<file path="config.mk">
export PLATFORM = sky130hd
export DESIGN_NAME = dfwpm_engine
export DESIGN_NICKNAME = d
export VERILOG_FILES = /design/src/design/dfwpm_pkg.sv /design/src/design/dfwpm_ram.sv /design/src/design/dfwpm_engine.sv
export SDC_FILE = /design/constraint.sdc
export NUM_CORES = 1
export LEC_CHECK = 0
export BUFFER_PORTS_ARGS = -buffer_cell sky130_fd_sc_hd__buf_2
export CELL_PAD_IN_SITES_DETAIL_PLACEMENT = 0
export CELL_PAD_IN_SITES_GLOBAL_PLACEMENT = 1
export CORE_ASPECT_RATIO = 0.6
export CORE_MARGIN = 2
export CORE_UTILIZATION = 35
export CTS_BUF_LIST = sky130_fd_sc_hd__clkbuf_4 sky130_fd_sc_hd__clkbuf_8 sky130_fd_sc_hd__clkbuf_16
export DETAILED_ROUTE_END_ITERATION = 7
export MAX_ROUTING_LAYER = met4
export PLACE_DENSITY_LB_ADDON = 0.12
export SLEW_MARGIN = 20
export SYNTH_ARGS = -nofsm -noshare
export SYNTH_HDL_FRONTEND = slang
export SYNTH_SLANG_ARGS = --single-unit
</file>
<file path="constraint.sdc">
create_clock -name clk -period 3.9 [get_ports clk]
set_input_delay 0.78 -clock clk [delete_from_list [all_inputs] [get_ports clk]]
set_output_delay 0.78 -clock clk [all_outputs]
set_load 0.03 [all_outputs]
</file>
<file path="src/design/dfwpm_pkg.sv">
// shared types, constants and codes of the fixed-width dna pattern matcher
// used by every module of the block but dfwpm_ram; depends on nothing

package dfwpm_pkg;

  localparam int MAX_NODES  = 4096;
  localparam int MAX_WIDTH  = 32;
  localparam int ALPHABET   = 4;
  localparam int CODE_W     = 2;
  localparam int SYM_W      = 8;
  localparam int ID_W       = 11;
  localparam int POS_W      = 32;
  localparam int PW_W       = 6;
  localparam int CFG_IDX_W  = 3;
  localparam int NODE_AW    = $clog2(MAX_NODES);
  localparam int LINK_W     = $clog2(MAX_NODES + 1);
  localparam int DEPTH_W    = $clog2(MAX_WIDTH + 1);
  localparam int HAW        = (MAX_WIDTH > 1) ? $clog2(MAX_WIDTH) : 1;
  localparam int HIST_SIZE  = 2 ** HAW;
  localparam int SP_W       = HAW + 1;
  localparam int INFO_W     = 1 + ID_W + DEPTH_W;

  localparam logic [LINK_W-1:0] NUL_LINK = LINK_W'(MAX_NODES);

  typedef enum logic [0:0] {
    OP_LOAD = 1'b0,
    OP_SCAN = 1'b1
  } op_t;

  typedef enum logic [1:0] {
    STAT_OK        = 2'd0,
    STAT_DUP       = 2'd1,
    STAT_BAD_PAT   = 2'd2,
    STAT_FULL      = 2'd3
  } status_t;

  typedef enum logic [CFG_IDX_W-1:0] {
    CFG_BASE_A    = 3'd0,
    CFG_BASE_C    = 3'd1,
    CFG_BASE_G    = 3'd2,
    CFG_BASE_T    = 3'd3,
    CFG_PAT_WIDTH = 3'd4
  } cfg_reg_t;

  typedef enum logic [3:0] {
    S_IDLE,
    S_DISPATCH,
    S_LOAD_LOOK,
    S_LOAD_TGT,
    S_LOAD_LINK,
    S_CALL,
    S_CALL_WAIT,
    S_RETURN,
    S_POP_WAIT,
    S_FIN,
    S_FIN_WAIT
  } eng_state_t;

  typedef struct packed {
    op_t               op;
    logic [SYM_W-1:0]  symbol;
    logic              first;
    logic [ID_W-1:0]   pattern_id;
  } item_t;

  typedef struct packed {
    logic              match;
    logic [ID_W-1:0]   found_id;
    logic [POS_W-1:0]  end_position;
    status_t           status;
  } result_t;

  // suspended lookup: walk set means a failure link is being built for node
  typedef struct packed {
    logic               walk;
    logic [NODE_AW-1:0] node;
    logic [CODE_W-1:0]  code;
    logic [HAW-1:0]     tail;
  } frame_t;

  typedef struct packed {
    logic               child_we;
    logic [CODE_W-1:0]  child_code;
    logic               fail_we;
    logic               info_we;
    logic               init;
    logic [NODE_AW-1:0] node;
    logic [LINK_W-1:0]  link;
    logic               leaf;
    logic [ID_W-1:0]    id;
    logic [DEPTH_W-1:0] depth;
  } store_wr_t;

  typedef struct packed {
    logic [ALPHABET-1:0][LINK_W-1:0] child;
    logic [LINK_W-1:0]               fail;
    logic                            leaf;
    logic [ID_W-1:0]                 id;
    logic [DEPTH_W-1:0]              depth;
  } store_rd_t;

endpackage

</file>
<file path="src/design/dfwpm_ram.sv">
// generic single-write, single-read ram with registered read data
// no dependencies

module dfwpm_ram #(
  parameter int WIDTH = 8,
  parameter int DEPTH = 16
) (
  input  logic                                       clk,
  input  logic                                       we,
  input  logic [((DEPTH > 1) ? $clog2(DEPTH) : 1)-1:0] waddr,
  input  logic [WIDTH-1:0]                           wdata,
  input  logic [((DEPTH > 1) ? $clog2(DEPTH) : 1)-1:0] raddr,
  output logic [WIDTH-1:0]                           rdata
);

  logic [WIDTH-1:0] mem [DEPTH];

  always_ff @(posedge clk) begin
    if (we) begin
      mem[waddr] <= wdata;
    end
    rdata <= mem[raddr];
  end

endmodule

</file>
<file path="src/design/dfwpm_engine.sv">
// sequencer for pattern loads and subject scans over the shared node store,
// with lookup stack and symbol history; depends on dfwpm_pkg and dfwpm_ram

module dfwpm_engine (
  input  logic                            clk,
  input  logic                            rst,
  input  logic                            start_beat,
  input  dfwpm_pkg::item_t                item,
  input  logic [dfwpm_pkg::CODE_W-1:0]    code,
  input  logic                            code_ok,
  input  logic [dfwpm_pkg::PW_W-1:0]      pattern_width,
  output logic                            busy,
  output logic                            done,
  output dfwpm_pkg::result_t              result,
  output logic [dfwpm_pkg::NODE_AW-1:0]   rd_addr,
  output dfwpm_pkg::store_wr_t            wr,
  input  dfwpm_pkg::store_rd_t            rd
);

  localparam int NODE_AW = dfwpm_pkg::NODE_AW;
  localparam int LINK_W  = dfwpm_pkg::LINK_W;
  localparam int DEPTH_W = dfwpm_pkg::DEPTH_W;
  localparam int CODE_W  = dfwpm_pkg::CODE_W;
  localparam int HAW     = dfwpm_pkg::HAW;
  localparam int SP_W    = dfwpm_pkg::SP_W;
  localparam int POS_W   = dfwpm_pkg::POS_W;
  localparam int ID_W    = dfwpm_pkg::ID_W;
  localparam int FR_W    = $bits(dfwpm_pkg::frame_t);

  dfwpm_pkg::eng_state_t state, state_next;

  dfwpm_pkg::op_t     item_op;
  logic [CODE_W-1:0]  item_code;
  logic               item_code_ok;
  logic               item_first;
  logic [ID_W-1:0]    item_pid;

  logic [NODE_AW-1:0] load_node, load_node_next;
  logic [DEPTH_W-1:0] load_depth, load_depth_next;
  logic               load_bad, load_bad_next;
  logic [LINK_W-1:0]  node_count, node_count_next;
  logic [NODE_AW-1:0] walk_node, walk_node_next;
  logic [POS_W-1:0]   pos, pos_next;
  logic [CODE_W-1:0]  hist [dfwpm_pkg::HIST_SIZE];
  logic [HAW-1:0]     hist_next;
  logic               hist_we;
  logic [LINK_W-1:0]  cur_node, cur_node_next;
  logic [CODE_W-1:0]  cur_code, cur_code_next;
  logic [HAW-1:0]     cur_tail, cur_tail_next;
  logic [SP_W-1:0]    sp, sp_next;
  logic [LINK_W-1:0]  ret_val, ret_val_next;
  logic [NODE_AW-1:0] tgt, tgt_next;
  logic               done_next;
  dfwpm_pkg::result_t result_next;

  logic               stk_we;
  logic [HAW-1:0]     stk_waddr;
  dfwpm_pkg::frame_t  stk_wdata;
  dfwpm_pkg::frame_t  stk_rdata;
  logic [FR_W-1:0]    stk_rbits;
  logic [HAW-1:0]     stk_raddr;

  logic [DEPTH_W-1:0] eff_w;
  logic [NODE_AW-1:0] ln;
  logic [DEPTH_W-1:0] ld;
  logic               lb;
  logic               last;
  logic               make_node;
  logic [LINK_W-1:0]  link_t;
  logic [DEPTH_W-1:0] len;
  logic [HAW-1:0]     walk_p;
  logic [POS_W-1:0]   p0;

  dfwpm_ram #(.WIDTH(FR_W), .DEPTH(dfwpm_pkg::HIST_SIZE)) u_stack_ram (
    .clk   (clk),
    .we    (stk_we),
    .waddr (stk_waddr),
    .wdata (stk_wdata),
    .raddr (stk_raddr),
    .rdata (stk_rbits)
  );

  assign stk_rdata = dfwpm_pkg::frame_t'(stk_rbits);
  assign stk_raddr = HAW'(sp - SP_W'(1));
  assign busy      = (state != dfwpm_pkg::S_IDLE);

  always_comb begin
    if (pattern_width == '0) begin
      eff_w = DEPTH_W'(1);
    end else if (32'(pattern_width) > 32'(dfwpm_pkg::MAX_WIDTH)) begin
      eff_w = DEPTH_W'(dfwpm_pkg::MAX_WIDTH);
    end else begin
      eff_w = DEPTH_W'(pattern_width);
    end
  end

  assign last = ((load_depth + DEPTH_W'(1)) == eff_w);

  always_ff @(posedge clk) begin
    if (rst) begin
      state <= dfwpm_pkg::S_IDLE;
    end else begin
      state <= state_next;
    end
  end

  always_ff @(posedge clk) begin
    if (rst) begin
      load_node  <= '0;
      load_depth <= '0;
      load_bad   <= 1'b0;
      node_count <= LINK_W'(1);
      walk_node  <= '0;
      pos        <= '0;
      hist_next  <= '0;
      sp         <= '0;
      done       <= 1'b0;
      for (int i = 0; i < dfwpm_pkg::HIST_SIZE; i++) begin
        hist[i] <= '0;
      end
    end else begin
      load_node  <= load_node_next;
      load_depth <= load_depth_next;
      load_bad   <= load_bad_next;
      node_count <= node_count_next;
      walk_node  <= walk_node_next;
      pos        <= pos_next;
      sp         <= sp_next;
      done       <= done_next;
      if (hist_we) begin
        hist[hist_next] <= item_code;
        hist_next       <= hist_next + HAW'(1);
      end
    end
  end

  always_ff @(posedge clk) begin
    if (start_beat) begin
      item_op      <= item.op;
      item_code    <= code;
      item_code_ok <= code_ok;
      item_first   <= item.first;
      item_pid     <= item.pattern_id;
    end
    cur_node <= cur_node_next;
    cur_code <= cur_code_next;
    cur_tail <= cur_tail_next;
    ret_val  <= ret_val_next;
    tgt      <= tgt_next;
    result   <= result_next;
  end

  always_comb begin
    state_next      = state;
    load_node_next  = load_node;
    load_depth_next = load_depth;
    load_bad_next   = load_bad;
    node_count_next = node_count;
    walk_node_next  = walk_node;
    pos_next        = pos;
    sp_next         = sp;
    cur_node_next   = cur_node;
    cur_code_next   = cur_code;
    cur_tail_next   = cur_tail;
    ret_val_next    = ret_val;
    tgt_next        = tgt;
    done_next       = 1'b0;
    result_next     = result;
    hist_we         = 1'b0;
    stk_we          = 1'b0;
    stk_waddr       = sp[HAW-1:0];
    stk_wdata       = '{walk: 1'b0, node: cur_node[NODE_AW-1:0], code: cur_code,
                        tail: cur_tail};
    rd_addr         = cur_node[NODE_AW-1:0];
    wr              = '0;
    wr.child_code   = item_code;
    wr.node         = load_node;
    wr.id           = item_pid;
    wr.depth        = load_depth + DEPTH_W'(1);
    make_node       = 1'b0;
    link_t          = rd.child[item_code];
    len             = rd.depth - DEPTH_W'(1);
    walk_p          = cur_tail - HAW'(len);
    ln              = item_first ? '0 : load_node;
    ld              = item_first ? '0 : load_depth;
    lb              = item_first ? 1'b0 : load_bad;
    p0              = item_first ? '0 : pos;

    unique case (state)
      dfwpm_pkg::S_IDLE: begin
        if (start_beat) begin
          state_next = dfwpm_pkg::S_DISPATCH;
        end
      end

      dfwpm_pkg::S_DISPATCH: begin
        result_next = '0;
        if (item_op == dfwpm_pkg::OP_LOAD) begin
          load_node_next  = ln;
          load_depth_next = ld;
          load_bad_next   = lb;
          if (!lb && (ld < eff_w)) begin
            if (!item_code_ok) begin
              load_bad_next      = 1'b1;
              result_next.status = dfwpm_pkg::STAT_BAD_PAT;
              done_next          = 1'b1;
              state_next         = dfwpm_pkg::S_IDLE;
            end else begin
              rd_addr    = ln;
              state_next = dfwpm_pkg::S_LOAD_LOOK;
            end
          end else begin
            done_next  = 1'b1;
            state_next = dfwpm_pkg::S_IDLE;
          end
        end else begin
          pos_next = (p0 == '1) ? p0 : p0 + POS_W'(1);
          if (!item_code_ok) begin
            walk_node_next = '0;
            done_next      = 1'b1;
            state_next     = dfwpm_pkg::S_IDLE;
          end else begin
            hist_we       = 1'b1;
            cur_node_next = LINK_W'(item_first ? '0 : walk_node);
            cur_code_next = item_code;
            cur_tail_next = hist_next;
            sp_next       = '0;
            state_next    = dfwpm_pkg::S_CALL;
          end
        end
      end

      dfwpm_pkg::S_LOAD_LOOK: begin
        if (link_t < node_count) begin
          rd_addr    = link_t[NODE_AW-1:0];
          tgt_next   = link_t[NODE_AW-1:0];
          state_next = dfwpm_pkg::S_LOAD_TGT;
        end else begin
          make_node = 1'b1;
        end
      end

      dfwpm_pkg::S_LOAD_TGT: begin
        if (rd.depth == (load_depth + DEPTH_W'(1))) begin
          if (last) begin
            if (rd.leaf) begin
              result_next.status   = dfwpm_pkg::STAT_DUP;
              result_next.found_id = rd.id;
            end else begin
              wr.info_we = 1'b1;
              wr.node    = tgt;
              wr.leaf    = 1'b1;
            end
          end
          load_node_next  = tgt;
          load_depth_next = load_depth + DEPTH_W'(1);
          done_next       = 1'b1;
          state_next      = dfwpm_pkg::S_IDLE;
        end else begin
          make_node = 1'b1;
        end
      end

      dfwpm_pkg::S_LOAD_LINK: begin
        wr.child_we     = 1'b1;
        wr.link         = LINK_W'(tgt);
        load_node_next  = tgt;
        load_depth_next = load_depth + DEPTH_W'(1);
        done_next       = 1'b1;
        state_next      = dfwpm_pkg::S_IDLE;
      end

      dfwpm_pkg::S_CALL: begin
        if (cur_node >= node_count) begin
          ret_val_next = '0;
          state_next   = dfwpm_pkg::S_RETURN;
        end else begin
          state_next = dfwpm_pkg::S_CALL_WAIT;
        end
      end

      dfwpm_pkg::S_CALL_WAIT: begin
        if (rd.child[cur_code] != dfwpm_pkg::NUL_LINK) begin
          ret_val_next = rd.child[cur_code];
          state_next   = dfwpm_pkg::S_RETURN;
        end else if (cur_node == '0) begin
          ret_val_next = '0;
          state_next   = dfwpm_pkg::S_RETURN;
        end else begin
          stk_we     = 1'b1;
          sp_next    = sp + SP_W'(1);
          state_next = dfwpm_pkg::S_CALL;
          if (rd.fail != dfwpm_pkg::NUL_LINK) begin
            cur_node_next = rd.fail;
          end else if (len == '0) begin
            wr.fail_we    = 1'b1;
            wr.node       = cur_node[NODE_AW-1:0];
            wr.link       = '0;
            cur_node_next = '0;
          end else begin
            stk_wdata.walk = 1'b1;
            cur_node_next  = '0;
            cur_code_next  = hist[walk_p];
            cur_tail_next  = walk_p;
          end
        end
      end

      dfwpm_pkg::S_RETURN: begin
        if (sp == '0) begin
          walk_node_next = (ret_val >= node_count) ? '0 : ret_val[NODE_AW-1:0];
          state_next     = dfwpm_pkg::S_FIN;
        end else begin
          state_next = dfwpm_pkg::S_POP_WAIT;
        end
      end

      dfwpm_pkg::S_POP_WAIT: begin
        if (!stk_rdata.walk) begin
          wr.child_we   = 1'b1;
          wr.child_code = stk_rdata.code;
          wr.node       = stk_rdata.node;
          wr.link       = ret_val;
          sp_next       = sp - SP_W'(1);
          state_next    = dfwpm_pkg::S_RETURN;
        end else if ((cur_tail + HAW'(1)) == stk_rdata.tail) begin
          wr.fail_we     = 1'b1;
          wr.node        = stk_rdata.node;
          wr.link        = ret_val;
          stk_we         = 1'b1;
          stk_waddr      = stk_raddr;
          stk_wdata      = stk_rdata;
          stk_wdata.walk = 1'b0;
          cur_node_next  = ret_val;
          cur_code_next  = stk_rdata.code;
          cur_tail_next  = stk_rdata.tail;
          state_next     = dfwpm_pkg::S_CALL;
        end else begin
          cur_node_next = ret_val;
          cur_code_next = hist[cur_tail + HAW'(1)];
          cur_tail_next = cur_tail + HAW'(1);
          state_next    = dfwpm_pkg::S_CALL;
        end
      end

      dfwpm_pkg::S_FIN: begin
        rd_addr    = walk_node;
        state_next = dfwpm_pkg::S_FIN_WAIT;
      end

      dfwpm_pkg::S_FIN_WAIT: begin
        if (rd.leaf) begin
          result_next.match        = 1'b1;
          result_next.found_id     = rd.id;
          result_next.end_position = pos;
        end
        done_next  = 1'b1;
        state_next = dfwpm_pkg::S_IDLE;
      end

      default: begin
        state_next = dfwpm_pkg::S_IDLE;
      end
    endcase

    if (make_node) begin
      if (node_count >= LINK_W'(dfwpm_pkg::MAX_NODES)) begin
        load_bad_next      = 1'b1;
        result_next.status = dfwpm_pkg::STAT_FULL;
        done_next          = 1'b1;
        state_next         = dfwpm_pkg::S_IDLE;
      end else begin
        wr.init         = 1'b1;
        wr.node         = node_count[NODE_AW-1:0];
        wr.leaf         = last;
        tgt_next        = node_count[NODE_AW-1:0];
        node_count_next = node_count + LINK_W'(1);
        state_next      = dfwpm_pkg::S_LOAD_LINK;
      end
    end
  end

endmodule

</file>
# After elaboration in Yosys (flattened, before gate mapping)
# Memory sizes are Yosys's and may differ from the RTL's. A register that Yosys moved wholly into a read port is not among the register bits.
# Cells that the tools add are included.
dict set report word_totals {
  ram_bits 704
  memories 2
  output_inout_bits 109
  register_bits 199
  word_cells 277
}
# memory depth width read_ports rd_ports_with_merged_regs write_ports line_no
set memory_table {}
lappend memory_table {u_stack_ram.mem 32 20 1 1 1 dfwpm_ram.sv:16} ;# logic [WIDTH-1:0] mem [DEPTH];
lappend memory_table {hist 32 2 2 0 32 dfwpm_engine.sv:44} ;# logic [CODE_W-1:0] hist [dfwpm_pkg::HIST_SIZE];
dict set report classes {
  n_lt_le_gt_ge 8
  mux 170
  add_sub_neg 9
  n_reduce_logical 27
  bitwise_logic 1
  eq_ne 36
}
# op count
set ops {}
lappend ops {{12-bit two-way mux} 19}
lappend ops {{13-bit two-way mux} 13}
lappend ops {{25-bit two-way mux} 6}
lappend ops {{12-bit case mux with 3 select lines} 3}
lappend ops {{13-bit case mux with 3 select lines} 2}
lappend ops {{32-bit two-way mux} 2}
lappend ops {{32-bit case mux with 2 select lines} 1}
lappend ops {{5-bit two-way mux} 12}
lappend ops {{6-bit two-way mux} 10}
lappend ops {{19-bit two-way mux} 3}
lappend ops {{13-bit binary-select mux with 2-bit select} 2}
lappend ops {{1-bit two-way mux} 46}
lappend ops {{2-bit two-way mux} 22}
lappend ops {{44-bit two-way mux} 1}
lappend ops {{4-bit case mux with 9 select lines} 1}
lappend ops {{6-bit case mux with 3 select lines} 2}
lappend ops {{11-bit two-way mux} 3}
lappend ops {{11-bit case mux with 3 select lines} 1}
lappend ops {{32-bit by 1-bit adder with 32-bit output, second input constant} 1}
lappend ops {{32-bit == test, second input constant} 1}
lappend ops {{2-bit inequality test, second input constant} 15}
lappend ops {{13-bit >= comparator} 2}
lappend ops {{13-bit inequality test, second input constant} 2}
lappend ops {{13-bit case mux with 2 select lines} 1}
lappend ops {{42 further kinds} 80}

# Depth between registers and ports, before layout
# Gate-level depths: netlist (run 1).
dict set report depth {
  word_depth 10
  ltp_mapped 15
  ltp_nobuf 12
}

# By module
# Synthesis (run 1) repeated with hierarchy kept, for this count alone.
dict set report hier_totals {
  cells_unflattened 3008
  hier_area_um2 41244.6
}
# module seq_area_each_um2 instances area_each_um2 cells_each
set by_module_without_submodules {}
lappend by_module_without_submodules {dfwpm_ram 19618.8 1 25553.3 1414}
lappend by_module_without_submodules {dfwpm_engine 6836.6 1 15691.3 1594}

# Worst setup path before layout (run 1)
# OpenSTA, ideal clock, no wires.
dict set report synth_timing {
  path_kind {reg-to-output}
  from {reg item_code[0]}
  to {out wr[31] (netlist name)}
  n_path_buf 4
  t_arrival_ps 3813
  stages_incl_launch_ff 15
  path_slack_ps -693
  path_cell_list {edfxtp_1 clkbuf_1 clkbuf_1 mux4_2 ha_1 a21o_1 a21o_1 a21oi_1 a21oi_1 a21oi_1 or2_1 buf_6 inv_2 buf_2 a2bb2oi_1}
}
# item line_no
set synth_rtl {}
lappend synth_rtl {{start, declared} dfwpm_engine.sv:33} ;# logic [CODE_W-1:0] item_code;
lappend synth_rtl {{start signal, assigned} dfwpm_engine.sv:140} ;# item_code <= code;
lappend synth_rtl {{end, declared} dfwpm_engine.sv:16} ;# output dfwpm_pkg::store_wr_t wr,

# Worst setup path in the final report (run 1)
dict set report layout_timing {
  from {reg item_code[0]}
  to {out rd_addr[4] (netlist name)}
}
dict set report layout_via {
  elab_chain_len 5
}
# item line_no
set layout_rtl {}
lappend layout_rtl {{13-bit binary-select mux with 2-bit select (*)} dfwpm_engine.sv:181} ;# link_t = rd.child[item_code];
lappend layout_rtl {{13-bit two-way mux (not written as such) (*)} dfwpm_engine.sv:181}
lappend layout_rtl {{13-bit < comparator} dfwpm_engine.sv:234} ;# if (link_t < node_count) begin
lappend layout_rtl {{12-bit two-way mux (*)} dfwpm_engine.sv:234}
lappend layout_rtl {{12-bit case mux with 3 select lines (*)} dfwpm_engine.sv:189} ;# unique case (state)
lappend layout_rtl {{end, declared} dfwpm_engine.sv:15} ;# output logic [dfwpm_pkg::NODE_AW-1:0] rd_addr,
# Mark *: on every way between the ends. The rest lies on a longest branch, timed or not. The select of a mux whose other input is x is not followed.

==> results of run 1 <==
[metrics by stage]
| stage | total power, uW | hold slack, ns | cells |
|---|---|---|---|
| floorplan | 12200 | 0.436 | 2566 |
| global placement | 13000 | 0.455 | 4388 |
| detailed placement | 13000 | 0.456 | 4388 |
| CTS | 21700 | 0.202 | 4586 |
| global route | 22300 | 0.209 | 4595 |
| finish | 21500 | 0.263 | 4595 |
[state kept, by name (all words and copies together), names as in the netlist, 2 cells and up]
signal,cells
cur_code,2
cur_node,13
cur_tail,5
hist,64
hist_next,5
item_code,2
item_pid,11
load_depth,6
load_node,12
node_count,13
pos,32
result,46
ret_val,13
sp,6
state,4
tgt,12
u_stack_ram.mem,640
u_stack_ram.rdata,20
walk_node,12
[cells in the final DEF, fill, tap and decap left out, types with 54 or more instances in the layout]
| master | n |
|---|---|
| sky130_fd_sc_hd__edfxtp_1 | 797 |
| sky130_fd_sc_hd__mux4_2 | 264 |
| sky130_fd_sc_hd__buf_4 | 195 |
| sky130_fd_sc_hd__nand2_1 | 183 |
| sky130_fd_sc_hd__nor2_1 | 175 |
| sky130_fd_sc_hd__buf_2 | 175 |
| sky130_fd_sc_hd__dfxtp_1 | 122 |
| sky130_fd_sc_hd__clkbuf_16 | 93 |
| sky130_fd_sc_hd__a21oi_1 | 65 |
| sky130_fd_sc_hd__and2_1 | 57 |
| sky130_fd_sc_hd__buf_12 | 54 |
[kinds of logic (layout without fill, tap and decap cells)]
logic type               count (synthesis)  count (layout)  synth area share [%]
AO/OA/AOI/OAI                          288             288                  5.05
adder cells (fa/ha/maj)                 62              62                  1.91
buffers and inverters                  207             702                  2.18
XOR/XNOR                                71              71                  1.84
AND/OR/NAND/NOR                        687             687                  8.20
flip-flops                             923             923                  64.6
multiplexers                           328             328                  16.2
[routing by layer]
metal  part of all wire, %  vias to the layer above
met5                     0                        -
met4                   1.7                        0
met3                   5.7                      153
met2                    41                      803
met1                    52                    13380
li1                      -                    11011
[final timing paths]
kind	start	endpoint	cells after the start
worst min-delay path	item[6]	item_pid[6]	1
worst max-delay path	item_code[0]	rd_addr[4]	15
worst min register to register	result[1]	result[1]	2
worst max register to register	item_code[0]	load_bad	19
[layout make-up]
type	count	share of cell area, %
clock buffers	113	4.88
flip-flops and latches	923	52.7
multi-input cells	1436	29.2
inverters	59	0.456
well taps	1534	3.82
clock inverters	52	0.777
repair buffers	478	8.20
[worst max-delay path, stage by stage, from the launching register on]
cell                       delay (ns)
sky130_fd_sc_hd__edfxtp_1        0.41
sky130_fd_sc_hd__buf_12          0.16
sky130_fd_sc_hd__buf_8           0.11
sky130_fd_sc_hd__mux4_2          0.56
sky130_fd_sc_hd__ha_4            0.19
sky130_fd_sc_hd__a21o_1          0.17
sky130_fd_sc_hd__a21o_1          0.16
sky130_fd_sc_hd__a21oi_2         0.19
sky130_fd_sc_hd__a21oi_2         0.09
sky130_fd_sc_hd__nor2b_4         0.14
sky130_fd_sc_hd__buf_6           0.12
sky130_fd_sc_hd__o221ai_4        0.17
sky130_fd_sc_hd__buf_12          0.20
sky130_fd_sc_hd__nand2_2         0.05
sky130_fd_sc_hd__nand4_1         0.23
sky130_fd_sc_hd__buf_6           0.24
[power by group through the flow]
| stage | Combinational [uW] | Sequential, uW | Clock, uW |
|---|---|---|---|
| final | 1920 | 11100 | 8560 |
| after global routing | 2030 | 11100 | 9160 |
| after CTS | 1870 | 11100 | 8780 |
| after detailed placement | 1740 | 11300 | 0 |
| after global placement | 1730 | 11300 | 0 |
| after floorplan | 945 | 11300 | 0 |
[timing repair]
| action | CTS | global route |
|---|---|---|
| pin swaps | 32 | 39 |
| setup buffers | 29 | 18 |
| gates resized for setup | 169 | 86 |
| endpoints found under the setup margin | 41 | 57 |
| cloned | 5 | 3 |
==> report_table.html, run 1 <==
<table>
<tr><th>Metric</th><th>Value</th></tr>
<tr><th colspan="2">Outcome</th></tr>
<tr><td>Status</td><td>finished with violations</td></tr>
<tr><td>Violated checks</td><td>negative setup slack</td></tr>
<tr><th colspan="2">CTS</th></tr>
<tr><td>Insertion delay to the later sink of the worst-skew pair</td><td>~0.7 ns</td></tr>
<tr><td>Cell chosen for the clock root</td><td>sky130_fd_sc_hd__clkbuf_16</td></tr>
<tr><td>Maximum level of the CTS H-tree</td><td>3</td></tr>
<tr><td>Maximum count of clock buffers along a single path</td><td>3</td></tr>
<tr><td>Quantity of hold-fixing buffers added after cts</td><td>0</td></tr>
<tr><td>Clock tree from TritonCTS</td><td>yes</td></tr>
<tr><td>Clock-pin transition on the worst setup and hold timing paths</td><td>0.06 ns</td></tr>
<tr><td>Count of clock tree sinks</td><td>923</td></tr>
<tr><td>TritonCTS Buffers</td><td>between 80 and 90</td></tr>
<tr><th colspan="2">STA</th></tr>
<tr><td>Final setup skew</td><td>0.0377 ns</td></tr>
<tr><td>Unrepaired setup endpoints after global routing</td><td>yes</td></tr>
<tr><td>Setup tns final</td><td>-16.93 ns</td></tr>
<tr><td>Period utilisation layout</td><td>119%</td></tr>
<tr><td>Worst Slack Setup Final</td><td>-0.750 ns</td></tr>
<tr><td>Highest Clock Rate</td><td>approximately 220 MHz</td></tr>
<tr><td>Normalized max-slew margin</td><td>27.5%</td></tr>
<tr><td>Final count of pins violating max slew</td><td>0</td></tr>
<tr><td>Final number of setup-violating endpoints</td><td>27</td></tr>
<tr><td>Shortest period the worst path allows</td><td>between 4 and 5 ns</td></tr>
<tr><td>Transition at the pin with the smallest max-transition slack</td><td>approximately 1.1 ns</td></tr>
<tr><td>Fin. Hold Viols</td><td>0</td></tr>
<tr><th colspan="2">Pwr</th></tr>
<tr><td>Cell Pwr Density</td><td>429 nW/um^2</td></tr>
<tr><td>Clock network fraction of design power</td><td>39.7%</td></tr>
<tr><td>Combinational share of power</td><td>under 10%</td></tr>
<tr><td>Net load switching power</td><td>approximately 5200 uW</td></tr>
<tr><td>Sequential share of power</td><td>51.4%</td></tr>
<tr><td>Switching share of power</td><td>about a quarter</td></tr>
<tr><td>VDD IR-drop max</td><td>~0.33 mV</td></tr>
<tr><td>Leakage power figure</td><td>between 0.015 and 0.02 uW</td></tr>
<tr><td>Internal power component</td><td>approximately 16000 uW</td></tr>
<tr><th colspan="2">Global route</th></tr>
<tr><td>Number of global-route vias before repair</td><td>about 25000</td></tr>
<tr><td>Met1 demand-to-capacity share in global routing</td><td>33.7%</td></tr>
<tr><td>Pin count of the biggest net entering global routing</td><td>around 80</td></tr>
<tr><td>Met3 routing resource usage after global routing</td><td>3.21%</td></tr>
<tr><td>GR Util met2</td><td>roughly 28%</td></tr>
<tr><td>Initial antenna violation count</td><td>0</td></tr>
<tr><td>Layer with the highest usage</td><td>met1</td></tr>
<tr><td>Wire length of the first global-routing pass</td><td>177 mm</td></tr>
<tr><td>Global-route usage over all layers</td><td>a little over a fifth</td></tr>
<tr><td>Aggregate global routing overflow</td><td>0</td></tr>
<tr><th colspan="2">Critical path</th></tr>
<tr><td>Required time at the worst-slack endpoint</td><td>3.12 ns</td></tr>
<tr><td>Startpoint kind of the worst setup timing path</td><td>flip-flop</td></tr>
<tr><td>Type of element capturing the critical path</td><td>output port</td></tr>
<tr><td>Register-to-register setup slack</td><td>approximately 0.18 ns</td></tr>
<tr><td>Largest fanout on the critical path</td><td>6</td></tr>
<tr><td>Arrival time of the worst setup path</td><td>approximately 3.9 ns</td></tr>
<tr><td>Critical path class</td><td>reg2out</td></tr>
<tr><th colspan="2">Finish</th></tr>
<tr><td>Post-Route Utilization</td><td>43.1%</td></tr>
<tr><td>Synth-to-Final Area Change</td><td>22.6%</td></tr>
<tr><td>Fill cell instance count of the final layout</td><td>roughly 10000</td></tr>
<tr><td>Area used by multi-input combinational logic</td><td>14600 um^2</td></tr>
<tr><td>Total area of sequential cells</td><td>between 20000 and 30000 um^2</td></tr>
<tr><td>Antenna fix cells</td><td>0</td></tr>
<tr><td>Final-stage net count</td><td>roughly 3200</td></tr>
<tr><td>Final non-filler cell area</td><td>approximately 50000 um^2</td></tr>
<tr><td>Share of final-layout standard cells stronger than drive strength 1</td><td>between 30 and 40%</td></tr>
<tr><th colspan="2">Yosys</th></tr>
<tr><td>Number of register bits inferred by synthesis</td><td>923</td></tr>
<tr><td>Prevailing post-synth register cell</td><td>sky130_fd_sc_hd__edfxtp_1</td></tr>
<tr><td>Library cell with the highest instance count after synthesis</td><td>sky130_fd_sc_hd__edfxtp_1</td></tr>
<tr><td>Synth Cell Area</td><td>slightly above 40000 um^2</td></tr>
<tr><td>Total nets after synthesis</td><td>2744</td></tr>
<tr><td>Top cells by instance count after synthesis</td><td>797 x sky130_fd_sc_hd__edfxtp_1, 264 x sky130_fd_sc_hd__mux4_2, 213 x sky130_fd_sc_hd__nor2_1, 194 x sky130_fd_sc_hd__nand2_1, 126 x sky130_fd_sc_hd__dfxtp_1</td></tr>
<tr><td>Share of synthesized area occupied by flip-flops and latches</td><td>64.6%</td></tr>
<tr><td>Number of cells produced by synthesis</td><td>roughly 2600</td></tr>
<tr><td>Cell taking the most area after synthesis</td><td>sky130_fd_sc_hd__edfxtp_1</td></tr>
<tr><td>Synth Area per Inst</td><td>roughly 16 um^2</td></tr>
<tr><td>Leading post-synthesis cells by cell area</td><td>sky130_fd_sc_hd__edfxtp_1 58%, sky130_fd_sc_hd__mux4_2 15%, sky130_fd_sc_hd__dfxtp_1 6.2%</td></tr>
<tr><td>Ys Warns</td><td>0</td></tr>
<tr><td>Portion of synthesized cell area occupied by the leading cell type</td><td>between 50% and 60%</td></tr>
<tr><td>Async set-reset flop share out of synthesis</td><td>0%</td></tr>
<tr><td>Number of flops mapped to enable cells by yosys</td><td>~800</td></tr>
<tr><td>Post-synth cell types</td><td>100</td></tr>
<tr><th colspan="2">Floorplan</th></tr>
<tr><td>Die width</td><td>~450 um</td></tr>
<tr><td>Area enclosed by the die boundary</td><td>120000 um^2</td></tr>
<tr><td>Chip Height</td><td>around 270 um</td></tr>
<tr><td>Initial Utilization</td><td>between 30% and 40%</td></tr>
<tr><td>Core Region</td><td>~120000 um^2</td></tr>
<tr><td>Number of ports placed on the die boundary</td><td>about 230</td></tr>
<tr><td>Rows</td><td>97</td></tr>
<tr><th colspan="2">Place</th></tr>
<tr><td>Setup slack after placement</td><td>-0.480 ns</td></tr>
<tr><td>Global placer's final weighted congestion</td><td>0.894</td></tr>
<tr><td>Instance area at placement</td><td>45800 um^2</td></tr>
<tr><td>Detailed placer's ending HPWL</td><td>between 80 and 90 mm</td></tr>
<tr><td>IO buf count</td><td>roughly 220</td></tr>
<tr><th colspan="2">Routing</th></tr>
<tr><td>Vias/cell</td><td>5.52</td></tr>
<tr><td>Via total after detailed routing</td><td>around 25000</td></tr>
<tr><td>Residual antenna-violating net count after detailed routing</td><td>0</td></tr>
<tr><td>DRC marker count from the first detailed-route iteration</td><td>approximately 2700</td></tr>
<tr><td>Residual DRC</td><td>0</td></tr>
<tr><td>Number of search-and-repair iterations in the first detailed-routing pass</td><td>8</td></tr>
<tr><td>Routed Wire Length</td><td>about 120 mm</td></tr>
<tr><td>Wire length per cell after detailed routing</td><td>between 20 and 30 um</td></tr>
<tr><th colspan="2">Run</th></tr>
<tr><td>Max-capacitance violation count</td><td>0</td></tr>
<tr><th colspan="2">Hold path</th></tr>
<tr><td>HP Class</td><td>in2reg</td></tr>
</table>
Power figures use the tool's default switching activity.
==> run 2: changes to the inputs <==
--- a/config.mk
+++ b/config.mk
@@ -14,7 +14,7 @@
 export CTS_BUF_LIST = sky130_fd_sc_hd__clkbuf_4 sky130_fd_sc_hd__clkbuf_8 sky130_fd_sc_hd__clkbuf_16
 export DETAILED_ROUTE_END_ITERATION = 7
 export MAX_ROUTING_LAYER = met4
-export PLACE_DENSITY_LB_ADDON = 0.12
+export PLACE_DENSITY_LB_ADDON = 0.2
 export SLEW_MARGIN = 20
 export SYNTH_ARGS = -nofsm -noshare
 export SYNTH_HDL_FRONTEND = slang
==> run 2 against run 1 <==
The flow still finishes with violations (negative setup slack). Routed wire length down 1.7%. Sequential power about the same. Non-clock buffer count up 12. Via count up 0.36%. Sequential share of layout area down 0.24 points. Count of clock-buffer cells in the layout down 2. Worst hold slack worse by 0.020 ns.
==> report_table.html, run 2 (synthesis gave the netlist of run 1 again) <==
<table>
<tr><th>Metric</th><th>Value</th></tr>
<tr><th colspan="2">Outcome</th></tr>
<tr><td>Status</td><td>finished with violations</td></tr>
<tr><td>Violated checks</td><td>negative setup slack</td></tr>
<tr><th colspan="2">Critical path</th></tr>
<tr><td>Largest fanout on the critical path</td><td>8</td></tr>
<tr><td>Startpoint kind of the worst setup timing path</td><td>flip-flop</td></tr>
<tr><td>Type of element capturing the critical path</td><td>output port</td></tr>
<tr><td>Register-to-register setup slack</td><td>roughly 0.15 ns</td></tr>
<tr><td>Worst r2r src</td><td>cur_code[0]</td></tr>
<tr><td>Critical path class</td><td>reg2out</td></tr>
<tr><td>Crit path largest cell delay</td><td>roughly 0.56 ns</td></tr>
<tr><td>Most frequent CP cell</td><td>sky130_fd_sc_hd__buf_6</td></tr>
<tr><td>Endpoint of the worst register-to-register path</td><td>u_stack_ram.mem[24][13]</td></tr>
<tr><td>Arrival time of the worst setup path</td><td>about 3.8 ns</td></tr>
<tr><td>Worst reg-to-reg path cell count</td><td>16</td></tr>
<tr><td>Cells traversed along the worst timing path</td><td>buf_6 -&gt; buf_16 -&gt; mux4_2 -&gt; nor4_4 -&gt; buf_4 -&gt; nand4b_4 -&gt; buf_6 -&gt; nor3_4 -&gt; and2b_4 -&gt; buf_12 -&gt; a221oi_4 -&gt; a31oi_4 -&gt; buf_6</td></tr>
<tr><td>Cell with the largest stage delay on the worst path</td><td>sky130_fd_sc_hd__mux4_2</td></tr>
<tr><td>Number of buffers and inverters on the critical path</td><td>6</td></tr>
<tr><td>Required time at the worst-slack endpoint</td><td>3.12 ns</td></tr>
<tr><td>Top Family by Delay on Critical Path</td><td>buffers and inverters</td></tr>
<tr><th colspan="2">Floorplan</th></tr>
<tr><td>Die width</td><td>about 450 um</td></tr>
<tr><td>Core Region</td><td>approximately 120000 um^2</td></tr>
<tr><td>Number of ports placed on the die boundary</td><td>about 230</td></tr>
<tr><td>Chip Height</td><td>between 200 and 300 um</td></tr>
<tr><td>Initial Utilization</td><td>between 30% and 40%</td></tr>
<tr><td>Rows</td><td>between 90 and 100</td></tr>
<tr><td>Area enclosed by the die boundary</td><td>around 120000 um^2</td></tr>
<tr><th colspan="2">CTS</th></tr>
<tr><td>Insertion delay to the later sink of the worst-skew pair</td><td>about 0.7 ns</td></tr>
<tr><td>Maximum count of clock buffers along a single path</td><td>3</td></tr>
<tr><td>TritonCTS Buffers</td><td>between 80 and 90</td></tr>
<tr><td>Count of clock tree sinks</td><td>between 900 and 1000</td></tr>
<tr><td>Clock tree from TritonCTS</td><td>yes</td></tr>
<tr><td>Quantity of hold-fixing buffers added after cts</td><td>0</td></tr>
<tr><td>Cell chosen for the clock root</td><td>sky130_fd_sc_hd__clkbuf_16</td></tr>
<tr><td>Clock-pin transition on the worst setup and hold timing paths</td><td>approximately 0.070 ns</td></tr>
<tr><td>Maximum level of the CTS H-tree</td><td>3</td></tr>
<tr><th colspan="2">STA</th></tr>
<tr><td>Fin. Hold Viols</td><td>0</td></tr>
<tr><td>Normalized max-slew margin</td><td>roughly a third</td></tr>
<tr><td>Final setup skew</td><td>around 0.035 ns</td></tr>
<tr><td>Final number of setup-violating endpoints</td><td>31</td></tr>
<tr><td>Final count of pins violating max slew</td><td>0</td></tr>
<tr><td>Worst Slack Setup Final</td><td>-0.687 ns</td></tr>
<tr><td>Period utilisation layout</td><td>118%</td></tr>
<tr><td>Shortest period the worst path allows</td><td>between 4 and 5 ns</td></tr>
<tr><td>Unrepaired setup endpoints after global routing</td><td>yes</td></tr>
<tr><td>Transition at the pin with the smallest max-transition slack</td><td>1.00 ns</td></tr>
<tr><td>Worst Hold Margin</td><td>~0.24 ns</td></tr>
<tr><td>Highest Clock Rate</td><td>~220 MHz</td></tr>
<tr><th colspan="2">Hold path</th></tr>
<tr><td>Start point of the worst min-delay path</td><td>item[2]</td></tr>
<tr><td>HP Class</td><td>in2reg</td></tr>
<tr><td>Worst min-delay path endpoint</td><td>item_pid[2]</td></tr>
<tr><td>Depth of the worst hold-timing path</td><td>1</td></tr>
<tr><th colspan="2">Global route</th></tr>
<tr><td>Global-route usage over all layers</td><td>between 20 and 25%</td></tr>
<tr><td>Number of global-route vias before repair</td><td>about 25000</td></tr>
<tr><td>Aggregate global routing overflow</td><td>0</td></tr>
<tr><td>Wire length of the first global-routing pass</td><td>between 150 and 200 mm</td></tr>
<tr><td>Met3 routing resource usage after global routing</td><td>roughly 3.8%</td></tr>
<tr><td>GR Util met2</td><td>28.2%</td></tr>
<tr><td>Pin count of the biggest net entering global routing</td><td>91</td></tr>
<tr><td>Layer with the highest usage</td><td>met1</td></tr>
<tr><td>Met1 demand-to-capacity share in global routing</td><td>31.6%</td></tr>
<tr><td>Initial antenna violation count</td><td>2</td></tr>
<tr><th colspan="2">Finish</th></tr>
<tr><td>Flip-flop count of the largest register after layout</td><td>640</td></tr>
<tr><td>Total area of sequential cells</td><td>between 20000 and 30000 um^2</td></tr>
<tr><td>Most frequent cells in the layout</td><td>797 x sky130_fd_sc_hd__edfxtp_1, 264 x sky130_fd_sc_hd__mux4_2, 196 x sky130_fd_sc_hd__buf_4</td></tr>
<tr><td>Synth-to-Final Area Change</td><td>23.2%</td></tr>
<tr><td>Most common library cell in the layout ignoring fill and taps</td><td>sky130_fd_sc_hd__edfxtp_1</td></tr>
<tr><td>Final non-filler cell area</td><td>approximately 50000 um^2</td></tr>
<tr><td>Area used by multi-input combinational logic</td><td>14500 um^2</td></tr>
<tr><td>Share of final-layout standard cells stronger than drive strength 1</td><td>roughly 36%</td></tr>
<tr><td>Regs by FF count</td><td>u_stack_ram.mem: 640 flops, hist: 64 flops, result: 46 flops</td></tr>
<tr><td>Most flop-heavy register</td><td>u_stack_ram.mem</td></tr>
<tr><td>Final-stage net count</td><td>between 3000 and 4000</td></tr>
<tr><td>Fill cell instance count of the final layout</td><td>10285</td></tr>
<tr><th colspan="2">Pwr</th></tr>
<tr><td>Sequential share of power</td><td>between 40% and 50%</td></tr>
<tr><td>Switching share of power</td><td>between 20% and 30%</td></tr>
<tr><td>Leakage power figure</td><td>around 0.017 uW</td></tr>
<tr><td>Internal power component</td><td>17000 uW</td></tr>
<tr><td>Clock network fraction of design power</td><td>between 40% and 50%</td></tr>
<tr><td>Combinational share of power</td><td>about 8.4%</td></tr>
<tr><td>VDD IR-drop max</td><td>between 0.3 and 0.4 mV</td></tr>
<tr><td>Net load switching power</td><td>~5300 uW</td></tr>
<tr><td>Cell Pwr Density</td><td>~440 nW/um^2</td></tr>
<tr><th colspan="2">Run</th></tr>
<tr><td>Max-capacitance violation count</td><td>0</td></tr>
<tr><th colspan="2">Place</th></tr>
<tr><td>Detailed placer's ending HPWL</td><td>a little over 80 mm</td></tr>
<tr><td>Global placer's final weighted congestion</td><td>0.897</td></tr>
<tr><td>Instance area at placement</td><td>between 40000 and 50000 um^2</td></tr>
<tr><td>IO buf count</td><td>around 220</td></tr>
<tr><th colspan="2">Routing</th></tr>
<tr><td>Wire length per cell after detailed routing</td><td>~26 um</td></tr>
<tr><td>Via total after detailed routing</td><td>about 25000</td></tr>
<tr><td>DRC marker count from the first detailed-route iteration</td><td>about 2700</td></tr>
<tr><td>Routed Wire Length</td><td>roughly 120 mm</td></tr>
<tr><td>Residual antenna-violating net count after detailed routing</td><td>0</td></tr>
<tr><td>Vias/cell</td><td>between 5 and 6</td></tr>
<tr><td>Residual DRC</td><td>0</td></tr>
<tr><td>Number of search-and-repair iterations in the first detailed-routing pass</td><td>8</td></tr>
</table>
run 2: layout make-up:
class                      count  area share, %
clock inverter                56           1.53
timing repair buffer         490           8.32
multi-input combinational   1436           28.7
inverter                      59          0.456
sequential                   923           52.5
antenna                        1        0.00496
tap                         1534           3.80
clock buffer                 111           4.75
run 2: repair_timing:
item / 4_1_cts / 5_1_grt
pin swaps: 28 / 25
setup buffers: 16 / 10
gates cloned: 3 / 1
resized for setup: 169 / 56
endpoints found under the setup margin: 44 / 41
run 2: metal layers:
metal,wire [um],share of wire (%),vias up
li1,-,-,10989
met1,58500,48,13280
met2,51900,43,1015
met3,9210,7.6,153
met4,2090,1.7,0
met5,0,0,-
run 2: power by group through the flow:
| stage | sequential (uW) | combinational, uW | clock [uW] |
|---|---|---|---|
| final | 11100 | 1880 | 9370 |
| after global routing | 11100 | 2000 | 9960 |
| after CTS | 11000 | 1850 | 9600 |
| after detailed placement | 11300 | 1760 | 0 |
| after global placement | 11300 | 1740 | 0 |
| after floorplan | 11300 | 945 | 0 |
run 2: stage by stage:
stage	power (uW)	utilization, %	setup slack, ns	setup TNS [ns]	instances
after global placement	13000	39.5	-0.523	-43.85	4413
after detailed placement	13000	39.5	-0.557	-63.62	4413
after CTS	22500	43.0	-0.717	-17.38	4599
after global routing	23000	43.3	-0.838	-21.48	4610
after floorplan	12200	-	-0.00689	-0.0302	2566
final	22300	43.3	-0.687	-15.97	4610
run 2: how the worst max path moves through the flow:
stage / from / endpoint / depth (start not counted)
6_report: cur_code[0] / wr[36] / 13
5_1_grt: item_code[0] / rd_addr[4] / 15
4_1_cts: cur_code[0] / wr[36] / 12
3_5_place_dp: rd[73] / wr[36] / 12
3_3_place_gp: rd[78] / wr[36] / 12
2_1_floorplan: rd[80] / wr[39] / 12
==> run 3: changes to the inputs <==
==> constraint.sdc (replaced) <==
create_clock -name clk -period 4.6 [get_ports clk]
set_input_delay 0.92 -clock clk [delete_from_list [all_inputs] [get_ports clk]]
set_output_delay 0.92 -clock clk [all_outputs]
set_load 0.03 [all_outputs]
==> run 3 against run 2 <==
The flow still finishes with violations (negative setup slack). Worst hold slack better by 0.17 ns. Clock skew down 0.013 ns. Cell count decreased by 2.1%. Register-to-register slack better by 0.58 ns. Flip-flop and latch count unchanged. Setup slack better by 0.61 ns. Critical endpoint is now rd_addr[4]. Highest routed layer unchanged.
==> report_table.html, run 3 (synthesis gave the netlist of run 1 again) <==
<table>
<tr><th>Metric</th><th>Value</th></tr>
<tr><th colspan="2">Finish</th></tr>
<tr><td>Flip-flop count of the largest register after layout</td><td>640</td></tr>
<tr><td>Most common library cell in the layout ignoring fill and taps</td><td>sky130_fd_sc_hd__edfxtp_1</td></tr>
<tr><td>Most frequent cells in the layout</td><td>797 x sky130_fd_sc_hd__edfxtp_1, 264 x sky130_fd_sc_hd__mux4_2, 189 x sky130_fd_sc_hd__buf_2</td></tr>
<tr><td>Final non-filler cell area</td><td>between 40000 and 50000 um^2</td></tr>
<tr><td>Regs by FF count</td><td>u_stack_ram.mem: 640 flops, hist: 64 flops, result: 46 flops</td></tr>
<tr><td>Share of final-layout standard cells stronger than drive strength 1</td><td>33.3%</td></tr>
<tr><td>Final-stage net count</td><td>3084</td></tr>
<tr><td>Most flop-heavy register</td><td>u_stack_ram.mem</td></tr>
<tr><td>Synth-to-Final Area Change</td><td>19.6%</td></tr>
<tr><td>Fill cell instance count of the final layout</td><td>10391</td></tr>
<tr><th colspan="2">Place</th></tr>
<tr><td>Detailed placer's ending HPWL</td><td>a little over 80 mm</td></tr>
<tr><td>Global placer's final weighted congestion</td><td>approximately 0.87</td></tr>
<tr><td>Instance area at placement</td><td>~45000 um^2</td></tr>
<tr><td>IO buf count</td><td>between 200 and 250</td></tr>
<tr><td>Setup slack after placement</td><td>-0.0922 ns</td></tr>
<tr><th colspan="2">STA</th></tr>
<tr><td>Fin. Hold Viols</td><td>0</td></tr>
<tr><td>Unrepaired setup endpoints after global routing</td><td>yes</td></tr>
<tr><td>Setup tns final</td><td>-0.602 ns</td></tr>
<tr><td>Final number of setup-violating endpoints</td><td>18</td></tr>
<tr><td>Transition at the pin with the smallest max-transition slack</td><td>about 1.1 ns</td></tr>
<tr><td>Normalized max-slew margin</td><td>24.7%</td></tr>
<tr><td>Highest Clock Rate</td><td>around 210 MHz</td></tr>
<tr><td>Period utilisation layout</td><td>102%</td></tr>
<tr><td>Worst Slack Setup Final</td><td>-0.0782 ns</td></tr>
<tr><td>Final setup skew</td><td>between 0.02 and 0.025 ns</td></tr>
<tr><td>Final count of pins violating max slew</td><td>0</td></tr>
<tr><td>Shortest period the worst path allows</td><td>~4.7 ns</td></tr>
<tr><th colspan="2">Floorplan</th></tr>
<tr><td>Initial Utilization</td><td>about a third</td></tr>
<tr><td>Number of ports placed on the die boundary</td><td>approximately 230</td></tr>
<tr><td>Die width</td><td>~450 um</td></tr>
<tr><td>Core Region</td><td>~120000 um^2</td></tr>
<tr><td>Chip Height</td><td>269 um</td></tr>
<tr><td>Rows</td><td>97</td></tr>
<tr><td>Area enclosed by the die boundary</td><td>between 100000 and 150000 um^2</td></tr>
<tr><th colspan="2">CTS</th></tr>
<tr><td>Maximum count of clock buffers along a single path</td><td>3</td></tr>
<tr><td>Count of clock tree sinks</td><td>a little over 900</td></tr>
<tr><td>Clock tree from TritonCTS</td><td>yes</td></tr>
<tr><td>Clock-pin transition on the worst setup and hold timing paths</td><td>roughly 0.06 ns</td></tr>
<tr><td>Cell chosen for the clock root</td><td>sky130_fd_sc_hd__clkbuf_16</td></tr>
<tr><td>Maximum level of the CTS H-tree</td><td>3</td></tr>
<tr><td>Insertion delay to the later sink of the worst-skew pair</td><td>between 0.6 and 0.7 ns</td></tr>
<tr><td>Quantity of hold-fixing buffers added after cts</td><td>0</td></tr>
<tr><td>TritonCTS Buffers</td><td>between 80 and 90</td></tr>
<tr><th colspan="2">Global route</th></tr>
<tr><td>Global-route usage over all layers</td><td>~20%</td></tr>
<tr><td>Pin count of the biggest net entering global routing</td><td>98</td></tr>
<tr><td>Wire length of the first global-routing pass</td><td>between 150 and 200 mm</td></tr>
<tr><td>Initial antenna violation count</td><td>3</td></tr>
<tr><td>Number of global-route vias before repair</td><td>between 20000 and 25000</td></tr>
<tr><td>Aggregate global routing overflow</td><td>0</td></tr>
<tr><th colspan="2">Pwr</th></tr>
<tr><td>VDD IR-drop max</td><td>0.248 mV</td></tr>
<tr><td>Tot Pwr</td><td>between 15000 and 20000 uW</td></tr>
<tr><td>Cell Pwr Density</td><td>about 370 nW/um^2</td></tr>
<tr><td>Leakage power figure</td><td>0.0163 uW</td></tr>
<tr><th colspan="2">Critical path</th></tr>
<tr><td>Startpoint kind of the worst setup timing path</td><td>flip-flop</td></tr>
<tr><td>Largest fanout on the critical path</td><td>8</td></tr>
<tr><td>Number of buffers and inverters on the critical path</td><td>5</td></tr>
<tr><td>Crit path largest cell delay</td><td>slightly below 0.5 ns</td></tr>
<tr><td>Critical path class</td><td>reg2out</td></tr>
<tr><td>Required time at the worst-slack endpoint</td><td>about 3.7 ns</td></tr>
<tr><td>Arrival time of the worst setup path</td><td>about 3.8 ns</td></tr>
<tr><td>Register-to-register setup slack</td><td>~0.73 ns</td></tr>
<tr><td>Cells traversed along the worst timing path</td><td>buf_6 -&gt; buf_4 -&gt; mux4_2 -&gt; ha_4 -&gt; and4_1 -&gt; o21a_1 -&gt; o21ai_2 -&gt; a21oi_1 -&gt; nor2b_1 -&gt; buf_4 -&gt; o221ai_4 -&gt; buf_12 -&gt; nand2_2 -&gt; nand4_1 -&gt; buf_6</td></tr>
<tr><td>Type of element capturing the critical path</td><td>output port</td></tr>
<tr><td>Cell with the largest stage delay on the worst path</td><td>sky130_fd_sc_hd__mux4_2</td></tr>
<tr><td>Top Family by Delay on Critical Path</td><td>buffers and inverters</td></tr>
<tr><th colspan="2">Routing</th></tr>
<tr><td>Residual DRC</td><td>0</td></tr>
<tr><td>Number of search-and-repair iterations in the first detailed-routing pass</td><td>5</td></tr>
<tr><td>Wire length per cell after detailed routing</td><td>between 20 and 30 um</td></tr>
<tr><td>Routed Wire Length</td><td>around 120 mm</td></tr>
<tr><td>Vias/cell</td><td>about 5.5</td></tr>
<tr><td>DRC marker count from the first detailed-route iteration</td><td>between 2000 and 3000</td></tr>
<tr><td>Via total after detailed routing</td><td>24921</td></tr>
<tr><td>Residual antenna-violating net count after detailed routing</td><td>0</td></tr>
<tr><th colspan="2">Run</th></tr>
<tr><td>Max-capacitance violation count</td><td>0</td></tr>
<tr><th colspan="2">Outcome</th></tr>
<tr><td>Violated checks</td><td>negative setup slack</td></tr>
<tr><td>Status</td><td>finished with violations</td></tr>
<tr><th colspan="2">Hold path</th></tr>
<tr><td>HP Class</td><td>in2reg</td></tr>
</table>
## run 3: cell types whose count changed in the layout (fill, tap and decap cells not counted), moves of 6 or more
cell,change
sky130_fd_sc_hd__buf_2,+13
sky130_fd_sc_hd__clkinv_2,+6
sky130_fd_sc_hd__buf_6,-18
sky130_fd_sc_hd__buf_8,-6
sky130_fd_sc_hd__buf_4,-63
sky130_fd_sc_hd__buf_12,-17
sky130_fd_sc_hd__clkbuf_4,-9
## run 3: cell type report
type,instances,area (um^2),area share (%)
flip-flops and latches,923,26500,54.0
multi-input cells,1436,14300,29.2
repair buffers,399,3160,6.44
clock buffers,102,2330,4.76
well taps,1534,1920,3.92
clock inverters,57,578,1.18
inverters,59,226,0.462
diodes,1,2.50,0.00511
## run 3: report_power, final
| part | switching (uW) | total [uW] | leakage, uW | internal (uW) |
|---|---|---|---|---|
| registers | 153 | 9360 | 0.00825 | 9210 |
| clock network | 3310 | 7480 | 0.00144 | 4170 |
| logic | 889 | 1510 | 0.00656 | 622 |
| total | 4350 | 18300 | 0.0163 | 14000 |
## run 3: path summary, 6_finish.rpt
check | from | end | depth (start not counted)
worst min-delay path | item[2] | item_pid[2] | 1
worst max-delay path | item_code[0] | rd_addr[4] | 15
worst max register to register | cur_tail[0] | cur_code[1] | 11
worst min register to register | load_bad | load_bad | 2
## run 3: worst reg2reg max path: cells and delay by family (launching register included)
family | cells | cell delay [ns]
AO/OA/AOI/OAI | 2 | 0.21
adder cells (fa/ha/maj) | 2 | 1.30
buffers and inverters | 3 | 0.74
multiplexers | 3 | 0.85
AND/OR/NAND/NOR | 1 | 0.06
flip-flops | 1 | 0.44
## run 3: what timing repair did
action | in CTS | in global routing
cloned | 1 | 1
hold endpoints to repair | 0 | 0
setup endpoints to repair | 28 | 28
pin swaps | 33 | 29
setup buffers | 17 | 11
resized for setup | 114 | 42
## run 3: per-stage QoR
step | utilization, % | hold WS (ns) | instances
finish | 42.1 | 0.408 | 4511
global route | 42.1 | 0.363 | 4511
CTS | 41.8 | 0.346 | 4498
detailed placement | 38.7 | 0.467 | 4322
global placement | 38.6 | 0.449 | 4322
floorplan | - | 0.436 | 2566
## run 3: metal layers
| layer | vias up | routed length [um] | track usage [%] |
|---|---|---|---|
| li1 | 10815 | - | - |
| met1 | 13121 | 58000 | 30.9 |
| met2 | 850 | 49400 | 27.0 |
| met3 | 135 | 7570 | 3.45 |
| met4 | 0 | 1700 | 3.65 |
| met5 | - | 0 | - |
